==> src/rtl/core/maze_backtracker_carver_assert.svh <==
// ----------------------------------------------------------------------------
// maze_backtracker_carver_assert.svh
// assertion macros used by the maze carver rtl
// ----------------------------------------------------------------------------
`ifndef MAZE_BACKTRACKER_CARVER_ASSERT_SVH
`define MAZE_BACKTRACKER_CARVER_ASSERT_SVH

// same-cycle implication, checked on clk, off while rst is high
`define MBC_ASSERT_IMP(label, ante, cons) \
  label: assert property (@(posedge clk) disable iff (rst) (ante) |-> (cons)) \
    else $error("maze carver assertion failed");

// next-cycle implication, checked on clk, off while rst is high
`define MBC_ASSERT_NXT(label, ante, cons) \
  label: assert property (@(posedge clk) disable iff (rst) (ante) |=> (cons)) \
    else $error("maze carver assertion failed");

`endif

==> src/rtl/core/mbc_ram.sv <==
// ----------------------------------------------------------------------------
// mbc_ram
// simple dual-port ram, one write and one registered read per cycle
// ----------------------------------------------------------------------------
module mbc_ram #(
  parameter int unsigned WIDTH = 8,
  parameter int unsigned DEPTH = 256
) (
  input  logic                     clk,
  input  logic                     we,
  input  logic [$clog2(DEPTH)-1:0] waddr,
  input  logic [WIDTH-1:0]         wdata,
  input  logic [$clog2(DEPTH)-1:0] raddr,
  output logic [WIDTH-1:0]         rdata
);

  logic [WIDTH-1:0] mem [DEPTH];

  always_ff @(posedge clk) begin
    if (we) begin
      mem[waddr] <= wdata;
    end
    rdata <= mem[raddr];
  end

endmodule

==> config.mk <==
export PLATFORM = sky130hd
export DESIGN_NAME = mbc_ram
export DESIGN_NICKNAME = d
export VERILOG_FILES = /design/src/rtl/core/maze_backtracker_carver_assert.svh /design/src/rtl/core/mbc_ram.sv
export SDC_FILE = /design/constraint.sdc
export NUM_CORES = 2
export LEC_CHECK = 0
export BUFFER_PORTS_ARGS = -buffer_cell sky130_fd_sc_hd__buf_2
export CORE_MARGIN = 2
export CORE_UTILIZATION = 30
export DETAILED_ROUTE_END_ITERATION = 10
export PLACE_DENSITY = 0.42
export SLEW_MARGIN = 20
export SYNTH_ARGS = -nofsm -noshare
export SYNTH_HDL_FRONTEND = slang
export SYNTH_SLANG_ARGS = --single-unit
==> constraint.sdc <==
create_clock -name clk -period 3.1 [get_ports clk]
set_input_delay 0.62 -clock clk [delete_from_list [all_inputs] [get_ports clk]]
set_output_delay 0.62 -clock clk [all_outputs]
set_load 0.01 [all_outputs]
[Word-level counts from Yosys, hierarchy flattened]
Memory sizes are Yosys's and may differ from the RTL's. A register that Yosys moved wholly into a read port is not among the register bits.
Index checks and enable logic that the tools add are counted.
W data, S select, Z words.
Cells by class
  muxes and demuxes: 2
Operator list (number)
  $mux W1: 2
Word-level totals
  logic and storage cells: 3
  RAM bits: 2048
  register bits: 0
  input bits: 26
  output and inout bits: 8
  memories: 1
Memories
  mem: depth 256, width 8, rd ports 1, clocked after memory_dff 1, write ports 1, RTL line mbc_ram.sv:17  | logic [WIDTH-1:0] mem [DEPTH];

[Logic depth before layout (Yosys ltp)]
  depth after elaboration: 2
  gate-level depth with buffers: 11
  gate-level depth less buffers: 6

[Least setup slack after synthesis]
No wires, ideal clock.
  path type: input to register
  start: input port raddr[0]
  end: register rdata[2] (read register of mem)
  arrival time: 2427 ps
  slack: 542 ps
  stages on the path: 9
  setup time: 131 ps
  path buffers: 4
  required time: 2969 ps
  path through: buf_6 buf_12 buf_8 buf_2 mux4_2 a22oi_1 a21oi_1 nor4_1 nor4_2
RTL lines
  start, declared: RTL line mbc_ram.sv:13  | input logic [$clog2(DEPTH)-1:0] raddr,
  end, declared: RTL line mbc_ram.sv:14  | output logic [WIDTH-1:0] rdata

==> flow_results.xml <==
<?xml version="1.0" encoding="UTF-8"?>
<metrics>
  <group name="run">
    <metric name="maxCapViolations" unit="">0</metric>
  </group>
  <group name="synth">
    <metric name="synth_fp_nets" unit="">3759</metric>
    <metric name="total_standard_cell_area_after_synthesis" unit="um2">79600</metric>
    <metric name="yosysWarningCount" unit="">0</metric>
    <metric name="ys_seq_area_frac" unit="">0.775</metric>
    <metric name="synth.lib_cells_used.distinct" unit="">55</metric>
    <metric name="syn_area_per_cell" unit="um2">21.3</metric>
    <metric name="number_of_flops_mapped_to_enable_cells_by_yosys" unit="">2048</metric>
    <metric name="async_flop_share" unit="">0</metric>
    <metric name="synth.ff_latch_count" unit="">2056</metric>
    <metric name="synth_cells" unit="">3733</metric>
    <metric name="ys_dominant_reg_cell" unit="">sky130_fd_sc_hd__edfxtp_1</metric>
  </group>
  <group name="run_status">
    <metric name="status" unit="">finished clean</metric>
  </group>
  <group name="layout">
    <metric name="drive_above_1_share" unit="">0.315</metric>
    <metric name="final_cell_area" unit="um2">95800</metric>
    <metric name="multiInputGateArea" unit="um2">16500</metric>
    <metric name="fin_nets" unit="">4388</metric>
    <metric name="num-fill-cells" unit="">24600</metric>
    <metric name="seq_area" unit="um2">61700</metric>
    <metric name="area.growth.synth_to_final" unit="%">20.4</metric>
  </group>
  <group name="route">
    <metric name="routed_wirelength" unit="um">233000</metric>
    <metric name="drcViolationCount" unit="">0</metric>
    <metric name="detailroute.via_count" unit="">40100</metric>
    <metric name="drt_first_pass_iters" unit="">7</metric>
    <metric name="antenna_left" unit="">0</metric>
    <metric name="wl_per_cell" unit="um">28.8</metric>
    <metric name="vias_per_cell" unit="">4.95</metric>
    <metric name="drtIter0Drc" unit="">3803</metric>
  </group>
  <group name="clocking">
    <metric name="clkTransAtPathRegs" unit="ps">60</metric>
    <metric name="htreeDepth" unit="">4</metric>
    <metric name="cts_made_buffers" unit="">224</metric>
    <metric name="cts_hold_repair.buffers" unit="">0</metric>
    <metric name="clock-sinks" unit="">2056</metric>
    <metric name="ctsRootBufferMaster" unit="">sky130_fd_sc_hd__clkbuf_16</metric>
    <metric name="post-cts-setup-buffer-count" unit="">0</metric>
    <metric name="max-clock-path-buffers" unit="">3</metric>
    <metric name="post_cts_resized" unit="">0</metric>
    <metric name="worst_skew_pair_later_pin_latency" unit="ps">870</metric>
    <metric name="cts_tree" unit="">built</metric>
  </group>
  <group name="sta">
    <metric name="worst_slew_pin_slew" unit="ps">1020</metric>
    <metric name="worst_slew_margin_rel" unit="">0.317</metric>
    <metric name="pins_over_slew_limit" unit="">0</metric>
    <metric name="fin_skew" unit="ps">75.9</metric>
    <metric name="fin_crit_sh" unit="">0.943</metric>
    <metric name="timing.final.hold_violations" unit="">0</metric>
    <metric name="setup_slack" unit="ps">178</metric>
    <metric name="grt_setup_unrepaired" unit="">no</metric>
    <metric name="setup_viol" unit="">0</metric>
    <metric name="fmax" unit="MHz">342</metric>
    <metric name="final.min_clock_period" unit="ps">2920</metric>
    <metric name="fin_hold_ws" unit="ps">121</metric>
    <metric name="final.setup.tns" unit="ps">0</metric>
  </group>
  <group name="min_path">
    <metric name="min_path_cells" unit="">1</metric>
    <metric name="hold_path.class" unit="">primary input to register</metric>
    <metric name="holdPathEnd" unit="">mem[243][4]$_DFFE_PP_</metric>
    <metric name="timing.hold.worst.start" unit="">wdata[4]</metric>
  </group>
  <group name="critical_path">
    <metric name="worstPathMaxFanout" unit="">19</metric>
    <metric name="worst-endpoint-required" unit="ps">3840</metric>
    <metric name="worst_ep_arrival_time" unit="ps">3660</metric>
    <metric name="r2r_cells" unit="">6</metric>
    <metric name="cpPeakStageDelay" unit="ps">880</metric>
    <metric name="worstSetupPathType" unit="">primary input to register</metric>
    <metric name="critical_path.startpoint_type" unit="">primary input</metric>
    <metric name="worst_r2r_startpoint" unit="">mem[67][2]$_DFFE_PP_</metric>
    <metric name="critPathSlowestCell" unit="">sky130_fd_sc_hd__nor4_1</metric>
    <metric name="crit_chain" unit="">buf_8 -&gt; buf_4 -&gt; buf_12 -&gt; buf_4 -&gt; mux4_2 -&gt; a211oi_1 -&gt; buf_4 -&gt; nor3_1 -&gt; nor4_1 -&gt; buf_4 -&gt; nor4_2</metric>
    <metric name="worst_setup_path_startpoint" unit="">raddr[0]</metric>
    <metric name="worstSetupEndpointType" unit="">register</metric>
    <metric name="timing.rr.end" unit="">rdata[2]$_DFF_P_</metric>
    <metric name="reg2reg_setup_slack" unit="ps">230</metric>
    <metric name="crit_top_cell" unit="">sky130_fd_sc_hd__buf_4</metric>
  </group>
  <group name="die">
    <metric name="fp.dieArea" unit="um2">269000</metric>
    <metric name="start_util" unit="">0.301</metric>
    <metric name="top_level_ports" unit="">34</metric>
    <metric name="core" unit="um2">264000</metric>
    <metric name="floorplan.die.height" unit="um">519</metric>
    <metric name="dieWidth" unit="um">519</metric>
    <metric name="placementRows" unit="">189</metric>
  </group>
  <group name="grt">
    <metric name="grt_first_pass_wirelength" unit="um">327000</metric>
    <metric name="gr-total-overflow" unit="">0</metric>
    <metric name="grtUsageTotal" unit="">0.171</metric>
    <metric name="antenna_found_initial" unit="">22</metric>
    <metric name="pin_count_of_the_biggest_net_entering_global_routing" unit="">96</metric>
    <metric name="number_of_global_route_vias_before_repair" unit="">41500</metric>
  </group>
  <group name="placement">
    <metric name="place_hpwl" unit="um">152000</metric>
    <metric name="place.gp.congestion" unit="">0.803</metric>
    <metric name="place_worst_setup_slack" unit="ps">-850</metric>
    <metric name="place_area" unit="um2">88600</metric>
    <metric name="portBuffers" unit="">33</metric>
  </group>
  <group name="power_and_ir_drop">
    <metric name="p_leak" unit="uW">0.0304</metric>
    <metric name="power.density" unit="nW/um2">626</metric>
    <metric name="worst_ir_drop_vdd" unit="mV">0.523</metric>
    <metric name="total_power" unit="uW">60000</metric>
  </group>
</metrics>
-- layout by cell type (no fill, tap or decap), types with 13 or more instances in the layout --
master | netlist | final
sky130_fd_sc_hd__a221oi_1 | 13 | 13
sky130_fd_sc_hd__edfxtp_1 | 2048 | 2048
sky130_fd_sc_hd__clkinv_2 | 0 | 46
sky130_fd_sc_hd__nor3_1 | 22 | 22
sky130_fd_sc_hd__nand2_1 | 33 | 32
sky130_fd_sc_hd__buf_4 | 27 | 514
sky130_fd_sc_hd__a21oi_1 | 96 | 96
sky130_fd_sc_hd__nand3_1 | 34 | 28
sky130_fd_sc_hd__o221ai_1 | 46 | 46
sky130_fd_sc_hd__mux2i_1 | 134 | 134
sky130_fd_sc_hd__o22ai_1 | 28 | 28
sky130_fd_sc_hd__clkinv_1 | 1 | 56
sky130_fd_sc_hd__a211oi_1 | 16 | 16
sky130_fd_sc_hd__bufinv_16 | 0 | 16
sky130_fd_sc_hd__nor4_1 | 24 | 21
sky130_fd_sc_hd__buf_2 | 31 | 21
sky130_fd_sc_hd__nor2_1 | 282 | 278
sky130_fd_sc_hd__nor2b_1 | 31 | 28
sky130_fd_sc_hd__clkbuf_16 | 0 | 224
sky130_fd_sc_hd__diode_2 | 0 | 16
sky130_fd_sc_hd__buf_12 | 8 | 91
sky130_fd_sc_hd__clkbuf_1 | 111 | 42
sky130_fd_sc_hd__mux4_2 | 454 | 454
sky130_fd_sc_hd__a22oi_1 | 133 | 133
-- logic make-up (layout without fill, tap and decap cells) --
| family | Yosys count | after routing | share of synthesized area |
|---|---|---|---|
| AOI/OAI and AO/OA | 385 | 385 | 0.0342 |
| buffers and inverters | 235 | 1046 | 0.0183 |
| other | 0 | 16 | 0 |
| muxes | 591 | 591 | 0.146 |
| and+or+nand+nor | 466 | 466 | 0.0263 |
| DFF | 2056 | 2056 | 0.775 |
-- stage by stage --
step / utilization / std cells
2_1_floorplan: - / 3733
3_3_place_gp: 0.335 / 7669
3_5_place_dp: 0.335 / 7669
4_1_cts: 0.362 / 8077
5_1_grt: 0.362 / 8085
6_report: 0.362 / 8093
-- power breakdown --
| part | internal, uW | switching (uW) | total [uW] |
|---|---|---|---|
| clock | 14600 | 11300 | 25900 |
| combinational | 1280 | 2020 | 3310 |
| sequential | 30600 | 74.9 | 30700 |
| total | 46600 | 13400 | 60000 |
-- layout make-up --
| cell class | count | share of cell area |
|---|---|---|
| flip-flops and latches | 2056 | 0.644 |
| multi-input cells | 1442 | 0.173 |
| repair buffers | 636 | 0.0620 |
| clock buffers | 266 | 0.0602 |
| well taps | 3533 | 0.0462 |
| clock inverters | 142 | 0.0144 |
| diodes | 16 | 0.000418 |
| inverters | 2 | 0.0000784 |
-- state kept, by name (all words and copies together) (netlist names) --
| register | flops |
|---|---|
| mem | 2048 |
| rdata | 8 |
-- routing by layer --
metal | part of all wire | GRT usage
met1 | 0.45 | 0.241
met2 | 0.47 | 0.267
met3 | 0.054 | 0.0326
met4 | 0.030 | 0.0551
met5 | 0.000056 | 0
-- synthesized netlist by cell type (2+ instances only) --
| library cell | count | area [um2] |
|---|---|---|
| sky130_fd_sc_hd__dfxtp_1 | 8 | 160 |
| sky130_fd_sc_hd__o211ai_1 | 10 | 75.1 |
| sky130_fd_sc_hd__or2_2 | 4 | 25.0 |
| sky130_fd_sc_hd__buf_8 | 13 | 195 |
| sky130_fd_sc_hd__buf_6 | 21 | 236 |
| sky130_fd_sc_hd__nor4_2 | 3 | 37.5 |
| sky130_fd_sc_hd__a31oi_1 | 2 | 12.5 |
| sky130_fd_sc_hd__mux4_1 | 2 | 52.6 |
| sky130_fd_sc_hd__and3b_1 | 2 | 17.5 |
| sky130_fd_sc_hd__o221ai_1 | 46 | 403 |
| sky130_fd_sc_hd__mux4_2 | 454 | 10200 |
| sky130_fd_sc_hd__nor2b_1 | 31 | 194 |
| sky130_fd_sc_hd__nand2_1 | 33 | 124 |
| sky130_fd_sc_hd__nand2b_1 | 8 | 50.1 |
| sky130_fd_sc_hd__buf_12 | 8 | 160 |
| sky130_fd_sc_hd__o21ai_0 | 10 | 50.1 |
| sky130_fd_sc_hd__o22a_1 | 5 | 43.8 |
| sky130_fd_sc_hd__clkbuf_1 | 111 | 417 |
| sky130_fd_sc_hd__nand4_1 | 10 | 62.6 |
| sky130_fd_sc_hd__and2_1 | 6 | 37.5 |
| sky130_fd_sc_hd__buf_2 | 31 | 155 |
| sky130_fd_sc_hd__buf_4 | 27 | 203 |
| sky130_fd_sc_hd__o32ai_1 | 4 | 35.0 |
| sky130_fd_sc_hd__a21oi_1 | 96 | 480 |
| sky130_fd_sc_hd__nor2_1 | 282 | 1060 |
| sky130_fd_sc_hd__mux2i_1 | 134 | 1340 |
| sky130_fd_sc_hd__a2111oi_0 | 2 | 17.5 |
| sky130_fd_sc_hd__a221oi_1 | 13 | 114 |
| sky130_fd_sc_hd__nor3_1 | 22 | 110 |
| sky130_fd_sc_hd__edfxtp_1 | 2048 | 61500 |
| sky130_fd_sc_hd__a311oi_1 | 2 | 17.5 |
| sky130_fd_sc_hd__nand3b_1 | 2 | 15.0 |
| sky130_fd_sc_hd__buf_1 | 22 | 82.6 |
| sky130_fd_sc_hd__a22o_1 | 8 | 70.1 |
| sky130_fd_sc_hd__nor4_1 | 24 | 150 |
| sky130_fd_sc_hd__nand3_1 | 34 | 170 |
| sky130_fd_sc_hd__a22oi_1 | 133 | 998 |
| sky130_fd_sc_hd__o22ai_1 | 28 | 175 |
| sky130_fd_sc_hd__a211oi_1 | 16 | 120 |
| sky130_fd_sc_hd__o21ai_1 | 2 | 10.0 |
| sky130_fd_sc_hd__a2111oi_1 | 2 | 20.0 |
-- worst max-delay path, delay by kind of cell --
kind                   cells  cell delay, ps
buffers and inverters      6            1190
and+or+nand+nor            3             990
muxes                      1             490
AOI/OAI and AO/OA          1             300
-- worst max path at each step --
stage / endpoint / depth (start not counted)
6_report: rdata[2]$_DFF_P_ / 11
5_1_grt: rdata[2]$_DFF_P_ / 11
4_1_cts: rdata[2]$_DFF_P_ / 6
3_5_place_dp: rdata[2]$_DFF_P_ / 11
3_3_place_gp: rdata[0]$_DFF_P_ / 9
2_1_floorplan: rdata[2]$_DFF_P_ / 9
(Power assumes the default switching activity.)
